`config.mk`:
```
export PLATFORM = sky130hd
export DESIGN_NAME = edf_tick_scheduler
export DESIGN_NICKNAME = d
export VERILOG_FILES = /design/src/sv/edf_pkg.sv /design/src/sv/edf_task.sv /design/src/sv/edf_pick.sv /design/src/sv/edf_skid.sv /design/src/sv/edf_tick_scheduler.sv
export SDC_FILE = /design/constraint.sdc
export NUM_CORES = 1
export LEC_CHECK = 0
export BUFFER_PORTS_ARGS = -buffer_cell sky130_fd_sc_hd__buf_4
export CAP_MARGIN = 10
export CELL_PAD_IN_SITES_DETAIL_PLACEMENT = 1
export CELL_PAD_IN_SITES_GLOBAL_PLACEMENT = 1
export CORE_MARGIN = 1
export CORE_UTILIZATION = 51
export DETAILED_ROUTE_END_ITERATION = 8
export GPL_ROUTABILITY_DRIVEN = 0
export PLACE_DENSITY_LB_ADDON = 0.1
export SYNTH_ARGS = -nofsm -noshare
export SYNTH_HDL_FRONTEND = slang
export SYNTH_HIERARCHICAL = 1
export SYNTH_SLANG_ARGS = --single-unit
```
`constraint.sdc`:
```
create_clock -name aclk -period 16.2 [get_ports aclk]
set_clock_uncertainty 0.15 [all_clocks]
set_input_delay 3.24 -clock aclk [delete_from_list [all_inputs] [get_ports aclk]]
set_output_delay 3.24 -clock aclk [all_outputs]
set_load 0.05 [all_outputs]
```
`src/sv/edf_pkg.sv`:
```
package edf_pkg;

    localparam int MAX_TASKS  = 4;
    localparam int TASK_IDX_W = 2;
    localparam int WORK_W     = 16;
    localparam int TTD_W      = 17;
    localparam int TIME_W     = 32;
    localparam int CFG_ADDR_W = 4;
    localparam int CFG_DATA_W = 16;
    localparam int S_TDATA_W  = 8;
    localparam int M_TDATA_W  = 40;

    // register map: bank in cfg_addr[3:2], task slot in cfg_addr[1:0]
    localparam logic [1:0] BANK_EXEC   = 2'd0;
    localparam logic [1:0] BANK_PERIOD = 2'd1;

    // most negative relative deadline; late tasks saturate here
    localparam logic signed [TTD_W-1:0] TTD_MIN = {1'b1, {(TTD_W-1){1'b0}}};

    typedef struct packed {
        logic step;
        logic exec_we;
        logic period_we;
        logic grant;
    } task_ctrl_t;

    typedef struct packed {
        logic                    ready;
        logic signed [TTD_W-1:0] ttd;
    } task_stat_t;

    // first field in the highest bits, last field in the lowest bits
    typedef struct packed {
        logic [TASK_IDX_W-1:0] run_task;
        logic                  idle;
        logic [TIME_W-1:0]     slot_time;
    } result_t;

endpackage

```
`src/sv/edf_task.sv`:
```
module edf_task
    import edf_pkg::*;
(
    input  logic                  aclk,
    input  logic                  aresetn,
    input  task_ctrl_t            ctrl,
    input  logic [CFG_DATA_W-1:0] cfg_wdata,
    output task_stat_t            stat
);

    logic [WORK_W-1:0]       exec_reg;
    logic [WORK_W-1:0]       period_reg;
    logic [WORK_W-1:0]       cd_reg;
    logic [WORK_W-1:0]       cd_next;
    logic [WORK_W-1:0]       work_reg;
    logic [WORK_W-1:0]       work_rel;
    logic [WORK_W-1:0]       work_next;
    logic signed [TTD_W-1:0] ttd_reg;
    logic signed [TTD_W-1:0] ttd_rel;
    logic signed [TTD_W-1:0] ttd_next;

    // release phase, then the grant and the deadline advance
    always_comb begin
        cd_next  = cd_reg;
        work_rel = work_reg;
        ttd_rel  = ttd_reg;
        if (period_reg == '0) begin
            cd_next = '0;
        end else if (cd_reg == '0) begin
            cd_next = period_reg - WORK_W'(1);
            if (work_reg == '0) begin
                work_rel = exec_reg;
                ttd_rel  = $signed({1'b0, period_reg});
            end
        end else begin
            cd_next = cd_reg - WORK_W'(1);
        end
        work_next = work_rel - WORK_W'(ctrl.grant);
        ttd_next  = (ttd_rel != TTD_MIN) ? ttd_rel - TTD_W'(1) : ttd_rel;
    end

    assign stat.ready = (period_reg != '0) && (work_rel != '0);
    assign stat.ttd   = ttd_rel;

    always_ff @(posedge aclk) begin
        if (!aresetn) begin
            exec_reg   <= '0;
            period_reg <= '0;
            cd_reg     <= '0;
            work_reg   <= '0;
            ttd_reg    <= '0;
        end else begin
            if (ctrl.exec_we) begin
                exec_reg <= cfg_wdata;
            end
            if (ctrl.period_we) begin
                period_reg <= cfg_wdata;
            end
            if (ctrl.step) begin
                cd_reg   <= cd_next;
                work_reg <= work_next;
                ttd_reg  <= ttd_next;
            end
        end
    end

endmodule

```
`src/sv/edf_pick.sv`:
```
module edf_pick
    import edf_pkg::*;
#(
    parameter int NUM_TASKS = MAX_TASKS
) (
    input  task_stat_t            stat [NUM_TASKS],
    output logic [NUM_TASKS-1:0]  grant,
    output logic                  idle,
    output logic [TASK_IDX_W-1:0] run_task
);

    logic                    found;
    logic signed [TTD_W-1:0] best;
    logic [TASK_IDX_W-1:0]   idx;

    // strict less-than keeps the lowest index on ties
    always_comb begin
        found = 1'b0;
        best  = '0;
        idx   = '0;
        for (int i = 0; i < NUM_TASKS; i++) begin
            if (stat[i].ready && (!found || $signed(stat[i].ttd) < best)) begin
                found = 1'b1;
                best  = $signed(stat[i].ttd);
                idx   = TASK_IDX_W'(i);
            end
        end
        for (int i = 0; i < NUM_TASKS; i++) begin
            grant[i] = found && (idx == TASK_IDX_W'(i));
        end
    end

    assign idle     = !found;
    assign run_task = idx;

endmodule

```
`src/sv/edf_skid.sv`:
```
module edf_skid
    import edf_pkg::*;
#(
    parameter int W = M_TDATA_W
) (
    input  logic         aclk,
    input  logic         aresetn,
    input  logic         in_valid,
    output logic         in_ready,
    input  logic [W-1:0] in_data,
    output logic         out_valid,
    input  logic         out_ready,
    output logic [W-1:0] out_data
);

    logic         out_valid_reg;
    logic         skid_valid_reg;
    logic [W-1:0] out_data_reg;
    logic [W-1:0] skid_data_reg;
    logic         out_load;

    assign in_ready  = !skid_valid_reg;
    assign out_valid = out_valid_reg;
    assign out_data  = out_data_reg;
    assign out_load  = out_ready || !out_valid_reg;

    always_ff @(posedge aclk) begin
        if (!aresetn) begin
            out_valid_reg  <= 1'b0;
            skid_valid_reg <= 1'b0;
        end else if (out_load) begin
            out_valid_reg  <= skid_valid_reg || in_valid;
            skid_valid_reg <= 1'b0;
        end else if (in_valid && in_ready) begin
            // output stalled: park the transfer
            skid_valid_reg <= 1'b1;
        end
    end

    always_ff @(posedge aclk) begin
        if (out_load) begin
            out_data_reg <= skid_valid_reg ? skid_data_reg : in_data;
        end
        if (!out_load && in_valid && in_ready) begin
            skid_data_reg <= in_data;
        end
    end

`ifndef SYNTH
    a_skid_behind_out: assert property (@(posedge aclk) disable iff (!aresetn)
        skid_valid_reg |-> out_valid_reg)
        else $error("skid entry held with empty output stage");
    a_skid_fill_on_stall: assert property (@(posedge aclk) disable iff (!aresetn)
        (!skid_valid_reg ##1 skid_valid_reg) |-> $past(out_valid_reg && !out_ready))
        else $error("skid filled without an output stall");
`endif

endmodule

```
`src/sv/edf_tick_scheduler.sv`:
```
// Earliest-deadline-first tick scheduler for up to NUM_TASKS periodic tasks.
// s_axis: one transfer per tick; tdata[0] = time_step. A transfer with
//   time_step low is consumed and changes nothing.
// m_axis: one decision per tick with time_step high; tdata fields from bit 0:
//   slot_time[31:0], idle[32], run_task[34:33], zeros above.
// cfg: cfg_we writes cfg_wdata to register cfg_addr at the clock edge.
//   0..3 exec_time of tasks 0..3, 4..7 period of tasks 0..3 (0 disables),
//   other addresses ignored. Write only while the block is idle.
// The decision is registered as the tick is taken (skid entry if m_axis stalls).
// Throughput: one tick per clock while s_axis_tready is high; releases, the deadline
//   compare across tasks and the state update all finish in the cycle the tick is taken.
// Reset (aresetn low, synchronous): time, countdowns, work, deadlines, config and skid valid
//   flags clear, skid data does not; every task is released on its first enabled tick.
// Stall: an output register plus one skid entry absorb a stalled m_axis;
//   s_axis_tready drops only once the skid entry holds a decision.
module edf_tick_scheduler
    import edf_pkg::*;
#(
    parameter int NUM_TASKS = MAX_TASKS
) (
    input  logic                  aclk,
    input  logic                  aresetn,
    input  logic                  s_axis_tvalid,
    output logic                  s_axis_tready,
    input  logic [S_TDATA_W-1:0]  s_axis_tdata,   // [0] time_step
    output logic                  m_axis_tvalid,
    input  logic                  m_axis_tready,
    output logic [M_TDATA_W-1:0]  m_axis_tdata,   // [31:0] slot_time, [32] idle, [34:33] run_task
    input  logic                  cfg_we,
    input  logic [CFG_ADDR_W-1:0] cfg_addr,
    input  logic [CFG_DATA_W-1:0] cfg_wdata
);

    logic [TIME_W-1:0]     time_reg;
    logic                  step;
    task_stat_t            stat [NUM_TASKS];
    logic [NUM_TASKS-1:0]  grant;
    logic                  idle;
    logic [TASK_IDX_W-1:0] run_task;
    result_t               result;
    logic [1:0]            cfg_bank;
    logic [TASK_IDX_W-1:0] cfg_slot;

    assign step     = s_axis_tvalid && s_axis_tready && s_axis_tdata[0];
    assign cfg_bank = cfg_addr[3:2];
    assign cfg_slot = cfg_addr[1:0];

    for (genvar i = 0; i < NUM_TASKS; i++) begin : g_task
        task_ctrl_t ctrl;

        assign ctrl.step      = step;
        assign ctrl.exec_we   = cfg_we && (cfg_bank == BANK_EXEC)
                                && (cfg_slot == TASK_IDX_W'(i));
        assign ctrl.period_we = cfg_we && (cfg_bank == BANK_PERIOD)
                                && (cfg_slot == TASK_IDX_W'(i));
        assign ctrl.grant     = grant[i];

        edf_task u_task (
            .aclk      (aclk),
            .aresetn   (aresetn),
            .ctrl      (ctrl),
            .cfg_wdata (cfg_wdata),
            .stat      (stat[i])
        );
    end

    edf_pick #(
        .NUM_TASKS (NUM_TASKS)
    ) u_pick (
        .stat     (stat),
        .grant    (grant),
        .idle     (idle),
        .run_task (run_task)
    );

    always_ff @(posedge aclk) begin
        if (!aresetn) begin
            time_reg <= '0;
        end else if (step) begin
            time_reg <= time_reg + TIME_W'(1);
        end
    end

    assign result.slot_time = time_reg;
    assign result.idle      = idle;
    assign result.run_task  = run_task;

    edf_skid #(
        .W (M_TDATA_W)
    ) u_skid (
        .aclk      (aclk),
        .aresetn   (aresetn),
        .in_valid  (s_axis_tvalid && s_axis_tdata[0]),
        .in_ready  (s_axis_tready),
        .in_data   (M_TDATA_W'(result)),
        .out_valid (m_axis_tvalid),
        .out_ready (m_axis_tready),
        .out_data  (m_axis_tdata)
    );

`ifndef SYNTH
    a_time_advance: assert property (@(posedge aclk) disable iff (!aresetn)
        step |=> time_reg == $past(time_reg) + TIME_W'(1))
        else $error("time did not advance on a tick");
    a_time_hold: assert property (@(posedge aclk) disable iff (!aresetn)
        !step |=> $stable(time_reg))
        else $error("time moved without a tick");
    a_idle_no_task: assert property (@(posedge aclk) disable iff (!aresetn)
        (m_axis_tvalid && m_axis_tdata[32]) |-> (m_axis_tdata[34:33] == '0))
        else $error("idle decision names a task");
`endif

endmodule
```
==> results.yml, run 1 <==
status:
  status: "complete, no violations"
synth:
  synth.ff_latch_count: 438
  ys_types: 103
  synth_edf_count: 80
  post_synth_instance_area_um2: 27010
  async_flop_share_pct: 0
  syn-mean-instance-area_um2: 8.554
  post-synth-top-area-fraction_pct: 26.54
  synth.largest_area_cell: "sky130_fd_sc_hd__dfxtp_1"
  ys.flop_type: "sky130_fd_sc_hd__dfxtp_1"
  commonest_cells_in_the_netlist: "358 x sky130_fd_sc_hd__dfxtp_1, 349 x sky130_fd_sc_hd__nor2_1, 244 x sky130_fd_sc_hd__nand2_1"
  yosys-top-cells-area: "sky130_fd_sc_hd__dfxtp_1 27%, sky130_fd_sc_hd__edfxtp_1 8.9%, sky130_fd_sc_hd__mux2i_1 6.3%"
  syn_inst_count: 3157
  synth.most_common_cell: "sky130_fd_sc_hd__dfxtp_1"
  yosys_warnings: 6
  proportion_of_synthesized_chip_area_in_sequential_cells_pct: 35.43
power:
  pwr_density_cell_nw_per_um2: 125.6
  cellLeakagePower_nw: 11.21
  worst_ir_drop_vdd_uv: 81.88
sta:
  setup-tns-final_ns: 0
  max_slew.worst_pin.slew_ns: 1.273
  report.final.hold_viol_count: 0
  max_freq_ghz: 0.07897
  setup_violations: 0
  period_share_pct: 78.16
  slew_viol_final: 0
  setup_repair_after_global_routing_missed_its_margin: "false"
  slew_headroom_pct: 14.83
  min_period_ns: 12.66
cts:
  clock_tree_from_tritoncts: "yes"
  post_cts_resize_count: 0
  skew_pair_late_insertion_delay_ns: 0.61
  tritoncts_num_sinks: 438
  clkSlewWorstSetupHoldPaths_ns: 0.07
  cts_made_buffers: 50
  cts_buffer_depth: 3
  cts_root_buf: "sky130_fd_sc_hd__clkbuf_16"
  cts.htree.levels: 2
  post_cts_hold_buffer_count: 0
  cts_post_setup_buffers_inserted: 0
floorplan:
  coreArea_um2: 51820
  rows: 83
  initial_core_util_pct: 52.11
  die-area_um2: 53880
  num_ports: 75
  die_w_um: 232.1
  dieHeight_um: 232.1
final_layout:
  largest_register_ff_count: 68
  multiInputGateArea_um2: 16160
  antenna_cell_count: 0
  area_added_between_synthesis_and_finish_pct: 9.952
  seq_area_um2: 9570
  nets: 3223
  fillers: 6024
  fin_util_pct: 57.30
  post_route_cells_drive_above_1_share_pct: 12.41
setup_path:
  timing.critical_path.mode_cell: "sky130_fd_sc_hd__ha_1"
  timing.critical_path.arrival_ns: 13.01
  startpoint_to_endpoint_class_of_the_critical_path: "reg2reg"
  critPathMaxFanout: 34
  critPathTopFamily: "compound AO/OA/AOI/OAI gates"
  critical_path.endpoint_type: "flip-flop"
  worst-endpoint-required_ns: 16.55
  cp.buffers_inverters: 3
  critical_path.slowest_cell: "sky130_fd_sc_hd__a31oi_4"
  critical_path_max_stage_delay_ns: 0.85
  cp-start-kind: "flip-flop"
global_routing:
  vias_in_the_first_global_route: 26770
  globalRouteTotalUtil_pct: 34.68
  grt_pass1_wl_mm: 149.2
  grt_antenna_before_repair: 0
  grt_max_degree: 83
  gr-total-overflow: 0
route:
  finalWirelength_mm: 95.08
  vias: 25990
  ant_nets: 0
  route.detailed.drc: 0
  wl_per_cell_um: 24.72
  drt-pass1-iter-count: 7
  avgViaCountPerCell: 6.756
  drt_iter0_drc: 1939
placement:
  io_buffer_count: 67
  hpwl_mm: 62.37
min_path:
  hold_class: "reg2reg"
job:
  cap_viol_max_count: 0
power by group:
part	internal (mW)	leakage, nW	switching [mW]
Sequential	1.16	3.68	0.0562
Combinational	0.390	6.63	0.809
Clock	0.807	0.908	0.506
Total	2.36	11.2	1.37
cell type report:
class / count / area share (%)
multi-input combinational: 2426 / 54.43
inverter: 95 / 1.218
timing repair buffer: 114 / 2.924
clock buffer: 59 / 4.429
tap: 680 / 2.865
clock inverter: 35 / 1.905
sequential: 438 / 32.23
through the flow:
stage	std cells	hold slack, ns	setup slack, ns	power [mW]	cell area (µm²)
final	3847	0.3349	3.538	3.730	29690
after global placement	3753	0.3126	4.113	2.345	27810
after detailed placement	3753	0.3201	3.784	2.401	27810
after global routing	3847	0.3510	2.869	3.880	29690
after floorplan	3166	0.2943	6.106	2.097	27040
after CTS	3847	0.3317	3.688	3.719	29690
metal layers:
metal / GRT usage [%] / vias up / share of wire (%)
met5: 0 / - / 0
met4: 15.17 / 0 / 3.9
met3: 4.101 / 230 / 5.7
met2: 59.71 / 907 / 48
met1: 43.41 / 13040 / 42
li1: - / 11820 / -
logic make-up after synthesis:
family / count (synthesis) / share of synthesized area, %
flops: 438 / 35.43
fa+ha+maj: 65 / 3.011
compound gates: 816 / 21.09
other cells: 1 / 0.01389
xor+xnor: 26 / 0.8432
simple gates: 1244 / 23.59
buf+inv: 302 / 4.990
mux: 265 / 11.02
cell usage in the layout (no fill, tap or decap), drive strengths merged, types with 28 or more instances in the layout:
master / netlist / layout
inv: 94 / 96
mux2: 91 / 91
buf: 52 / 114
a211oi: 43 / 43
dfxtp: 358 / 358
nand2: 249 / 249
nor3: 111 / 111
edfxtp: 80 / 80
o31ai: 55 / 55
nand4: 70 / 70
or4: 41 / 41
clkbuf: 155 / 59
nor2: 351 / 351
or2: 28 / 28
mux2i: 174 / 174
ha: 65 / 65
o21ai: 162 / 162
o211ai: 54 / 54
nand3: 142 / 142
and3: 45 / 45
a21oi: 171 / 171
a31oi: 70 / 70
or3: 43 / 43
path summary, 6_finish.rpt:
kind	from	end	slack, ns	depth (start not counted)
max	g_task[0].u_task/cd_reg[9]	g_task[3].u_task/work_reg[8]	3.54	40
min	time_reg[31]	u_skid/skid_data_reg[31]	0.33	0
max reg2reg	g_task[0].u_task/cd_reg[9]	g_task[3].u_task/work_reg[8]	3.54	40
min reg2reg	time_reg[31]	u_skid/skid_data_reg[31]	0.33	0
Power figures use the tool's default switching activity.
==> run 2, diff against run 1 <==
CORE_UTILIZATION = 49   (was 51)
clock period = 12.73 ns   (was 16.2 ns; I/O delays follow)
==> results.yml, run 2 (synthesized netlist as in run 1, its figures left out) <==
status:
  status: "complete, no violations"
placement:
  dpl.cell_count: 3776
  hpwl_mm: 62.30
  io_buffer_count: 67
floorplan:
  die_w_um: 236.8
  die-area_um2: 56060
  initial_core_util_pct: 49.89
  rows: 85
  num_ports: 75
  coreArea_um2: 54130
  dieHeight_um: 236.8
cts:
  tritoncts_num_sinks: 438
  post_cts_resize_count: 0
  cts_root_buf: "sky130_fd_sc_hd__clkbuf_16"
  cts_post_setup_buffers_inserted: 0
  cts.htree.levels: 2
  cts_buffer_depth: 3
  cts_made_buffers: 49
  skew_pair_late_insertion_delay_ns: 0.62
  clock_tree_from_tritoncts: "yes"
  clkSlewWorstSetupHoldPaths_ns: 0.06
final_layout:
  final_common_cell: "sky130_fd_sc_hd__dfxtp_1"
  largest_register_ff_count: 68
  post_route_cells_drive_above_1_share_pct: 12.47
  area_added_between_synthesis_and_finish_pct: 9.757
  nets: 3232
  final_cells: 3872
  mostFrequentLayoutCells: "357 x sky130_fd_sc_hd__dfxtp_1, 342 x sky130_fd_sc_hd__nor2_1, 244 x sky130_fd_sc_hd__nand2_1"
sta:
  report.final.hold_viol_count: 0
  max_slew.worst_pin.slew_ns: 1.192
  setup_violations: 0
  max_freq_ghz: 0.08294
  period_share_pct: 94.71
  setup-tns-final_ns: 0
  setup_repair_after_global_routing_missed_its_margin: "false"
  min_period_ns: 12.06
  slew_headroom_pct: 19.83
  slew_viol_final: 0
min_path:
  timing.hold.worst_path_depth: 2
  hold_class: "reg2reg"
route:
  drt_iter0_drc: 1692
  wl_per_cell_um: 23.97
  avgViaCountPerCell: 6.643
  drt-pass1-iter-count: 5
  vias: 25720
  finalWirelength_mm: 92.82
  ant_nets: 0
  route.detailed.drc: 0
global_routing:
  grt_antenna_before_repair: 2
  grt_pass1_wl_mm: 146.5
  globalRouteTotalUtil_pct: 32.37
  grt_max_degree: 66
  gr-total-overflow: 0
  vias_in_the_first_global_route: 26290
power:
  pwr_density_cell_nw_per_um2: 156.4
  power_switching_mw: 1.724
  cellLeakagePower_nw: 11.19
  power.internal_mw: 2.912
  pwr-share-comb_pct: 33.2
  share_clk_of_total_power_pct: 33.4
  worst_ir_drop_vdd_uv: 116.5
  power.share.sequential_pct: 33.4
  swShare_pct: 37.19
setup_path:
  startpoint_to_endpoint_class_of_the_critical_path: "reg2reg"
  ff2ff_path_depth: 38
  timing.critical_path.arrival_ns: 12.39
  timing.critical_path.mode_cell: "sky130_fd_sc_hd__ha_1"
  critPathMaxFanout: 27
  critical_path_max_stage_delay_ns: 0.84
  critical_path.endpoint_type: "flip-flop"
  cp-start-kind: "flip-flop"
  worst-endpoint-required_ns: 13.07
  critical_path.slowest_cell: "sky130_fd_sc_hd__a31oi_2"
job:
  cap_viol_max_count: 0
## run 2: cell count changes in the layout (fill, tap and decap cells not counted), moves of 3 or more
cell,previous run,this run
sky130_fd_sc_hd__clkinv_4,4,1
sky130_fd_sc_hd__clkbuf_1,6,10
sky130_fd_sc_hd__clkinv_2,7,4
sky130_fd_sc_hd__bufinv_16,14,8
sky130_fd_sc_hd__clkbuf_8,3,9
sky130_fd_sc_hd__buf_4,113,121
## run 2: what timing repair did
action / in CTS / in global routing
endpoints found under the setup margin: 0 / 3
hold endpoints to repair: 0 / 0
hold buffers: 0 / 0
## run 2: cell type report
cell class	count	area [µm²]
Fill cell	6324	24490
Multi-Input combinational cell	2427	16180
Sequential cell	438	9570
Clock buffer	68	1388
Timing Repair Buffer	123	918.4
Tap cell	696	870.8
Inverter	95	361.6
Clock inverter	24	352.8
Antenna cell	1	2.502
## run 2: per-layer routing
layer / global-route usage [%] / up-vias / wire [µm]
li1: - / 11850 / -
met1: 41.39 / 12930 / 40080
met2: 54.71 / 749 / 44300
met3: 4.477 / 198 / 4899
met4: 13.38 / 0 / 3535
met5: 0 / - / 0
## run 2: power groups by stage
stage | clock network [mW] | logic [mW] | registers, mW
2_1_floorplan | 0 | 1.08 | 1.59
3_3_place_gp | 0 | 1.44 | 1.57
3_5_place_dp | 0 | 1.49 | 1.57
4_1_cts | 1.57 | 1.50 | 1.54
5_1_grt | 1.63 | 1.65 | 1.56
6_report | 1.55 | 1.54 | 1.55
## run 2: worst paths after layout
path,startpoint,to,slack [ns]
worst max-delay path,g_task[0].u_task/cd_reg[8],g_task[3].u_task/work_reg[8],0.67
worst min-delay path,g_task[3].u_task/cd_reg[0],g_task[3].u_task/cd_reg[0],0.34
worst max register to register,g_task[0].u_task/cd_reg[8],g_task[3].u_task/work_reg[8],0.67
worst min register to register,g_task[3].u_task/cd_reg[0],g_task[3].u_task/cd_reg[0],0.34
## run 2: critical path, delay by kind of cell (launching register included)
kind | cells | cell delay, ns
AOI/OAI and AO/OA | 17 | 5.30
and+or+nand+nor | 12 | 3.50
adders and majority gates | 5 | 1.55
buffers and inverters | 3 | 0.73
DFF | 1 | 0.36
muxes | 1 | 0.35
## run 2: through the flow
stage,setup slack [ns],cell area [µm²],power [mW],hold slack [ns],utilization [%]
after global routing,0.05606,29640,4.837,0.3612,54.75
after detailed placement,0.8518,27880,3.066,0.3333,51.49
after floorplan,2.636,27040,2.669,0.2943,-
after CTS,0.7727,29620,4.619,0.3448,54.71
final,0.6734,29640,4.635,0.3371,54.76
after global placement,1.051,27880,3.004,0.3129,51.49
==> run 3, diff against run 2 <==
RECOVER_POWER = 25   (was default)
==> results.yml, run 3 (synthesized netlist as in run 1, its figures left out) <==
power:
  pwr-share-comb_pct: 33.1
  power.internal_mw: 2.911
  worst_ir_drop_vdd_uv: 116.5
  share_clk_of_total_power_pct: 33.5
  power_switching_mw: 1.723
  swShare_pct: 37.18
  cellLeakagePower_nw: 11.18
  pwr_density_cell_nw_per_um2: 157.0
  power.share.sequential_pct: 33.4
global_routing:
  vias_in_the_first_global_route: 26290
  grt_max_degree: 66
  grt_pass1_wl_mm: 146.5
  gr-total-overflow: 0
  globalRouteTotalUtil_pct: 32.37
  grt_antenna_before_repair: 2
final_layout:
  fillers: 6351
  mostFrequentLayoutCells: "357 x sky130_fd_sc_hd__dfxtp_1, 342 x sky130_fd_sc_hd__nor2_1, 244 x sky130_fd_sc_hd__nand2_1"
  area_added_between_synthesis_and_finish_pct: 9.257
  post-route-cell-area_um2: 29510
  final_common_cell: "sky130_fd_sc_hd__dfxtp_1"
  post_route_cells_drive_above_1_share_pct: 11.31
  largest_register_ff_count: 68
  nets: 3232
route:
  drt-pass1-iter-count: 6
  ant_nets: 0
  wl_per_cell_um: 24.04
  avgViaCountPerCell: 6.655
  finalWirelength_mm: 93.11
  vias: 25770
  route.detailed.drc: 0
  drt_iter0_drc: 1713
setup_path:
  timing.critical_path.arrival_ns: 12.39
  startpoint_to_endpoint_class_of_the_critical_path: "reg2reg"
  critical_path.slowest_cell: "sky130_fd_sc_hd__a31oi_2"
  cp-start-kind: "flip-flop"
  worst-endpoint-required_ns: 13.07
  timing.critical_path.mode_cell: "sky130_fd_sc_hd__ha_1"
  critical_path.endpoint_type: "flip-flop"
  critical_path_max_stage_delay_ns: 0.84
  critPathMaxFanout: 27
status:
  failed_checks: "max-capacitance violations, max-slew violations"
  status: "complete, but fails checks"
sta:
  fin_hold_ws_ns: 0.3367
  max_freq_ghz: 0.08297
  report.final.hold_viol_count: 0
  setup_repair_after_global_routing_missed_its_margin: "false"
  max_slew.worst_pin.slew_ns: 2.617
  setup-tns-final_ns: 0
  slew_viol_final: 137
  setup_violations: 0
  period_share_pct: 94.68
  min_period_ns: 12.05
  slew_headroom_pct: -74.48
cts:
  cts.htree.levels: 2
  cts_made_buffers: 49
  tritoncts_num_sinks: 438
  cts_buffer_depth: 3
  cts_root_buf: "sky130_fd_sc_hd__clkbuf_16"
  cts_post_setup_buffers_inserted: 0
  clkSlewWorstSetupHoldPaths_ns: 0.06
  post_cts_resize_count: 0
  skew_pair_late_insertion_delay_ns: 0.62
  clock_tree_from_tritoncts: "yes"
job:
  cap_viol_max_count: 3
floorplan:
  num_ports: 75
  dieHeight_um: 236.8
  rows: 85
  die_w_um: 236.8
  die-area_um2: 56060
  coreArea_um2: 54130
  initial_core_util_pct: 49.89
placement:
  io_buffer_count: 67
  dpl-instance-area_um2: 27880
  hpwl_mm: 62.30
min_path:
  hold_class: "reg2reg"
## run 3: timing repair
item	CTS	global route
hold buffers	0	0
endpoints found under the hold margin	0	0
setup endpoints to repair	0	3
## run 3: worst max-delay path, delay by kind of cell (launching register included)
| family | cells | cell delay, ns |
|---|---|---|
| mux | 1 | 0.33 |
| buf+inv | 3 | 0.79 |
| simple gates | 21 | 5.26 |
| fa+ha+maj | 5 | 1.40 |
| compound gates | 13 | 3.60 |
| flops | 1 | 0.36 |
## run 3: final cells by class
class | count | area [µm²] | area share [%]
antenna | 2 | 5.005 | 0.01696
sequential | 438 | 9570 | 32.44
clock buffer | 68 | 1388 | 4.703
clock inverter | 24 | 352.8 | 1.196
timing repair buffer | 123 | 910.9 | 3.087
inverter | 95 | 357.8 | 1.213
tap | 696 | 870.8 | 2.951
multi-input combinational | 2427 | 16050 | 54.40
## run 3: metal layers
metal / global-route usage, % / up-vias / routed length, µm
met5: 0 / - / 0
met2: 54.71 / 837 / 44460
met3: 4.477 / 199 / 5204
met1: 41.39 / 12910 / 40070
li1: - / 11830 / -
met4: 13.38 / 0 / 3375
## run 3: power groups by stage
stage                     clock [mW]  combinational [mW]  sequential (mW)
after floorplan                    0                1.08             1.59
after global placement             0                1.44             1.57
after detailed placement           0                1.49             1.57
after CTS                       1.57                1.50             1.54
after global routing            1.63                1.65             1.56
final                           1.55                1.53             1.55
## run 3: final timing paths
check / from / to / slack (ns) / depth (start not counted)
worst min-delay path: g_task[3].u_task/cd_reg[0] / g_task[3].u_task/cd_reg[0] / 0.34 / 2
worst max-delay path: g_task[0].u_task/cd_reg[8] / g_task[1].u_task/work_reg[8] / 0.68 / 43
worst max register to register: g_task[0].u_task/cd_reg[8] / g_task[1].u_task/work_reg[8] / 0.68 / 43
worst min register to register: g_task[3].u_task/cd_reg[0] / g_task[3].u_task/cd_reg[0] / 0.34 / 2
## run 3: through the flow
step / setup WS [ns] / cells / power (mW) / utilization, %
floorplan: 2.636 / 3166 / 2.669 / -
global placement: 1.051 / 3776 / 3.004 / 51.49
detailed placement: 0.8518 / 3776 / 3.066 / 51.49
CTS: 0.7727 / 3868 / 4.619 / 54.71
global route: 0.05606 / 3871 / 4.836 / 54.50
finish: 0.6775 / 3873 / 4.633 / 54.51
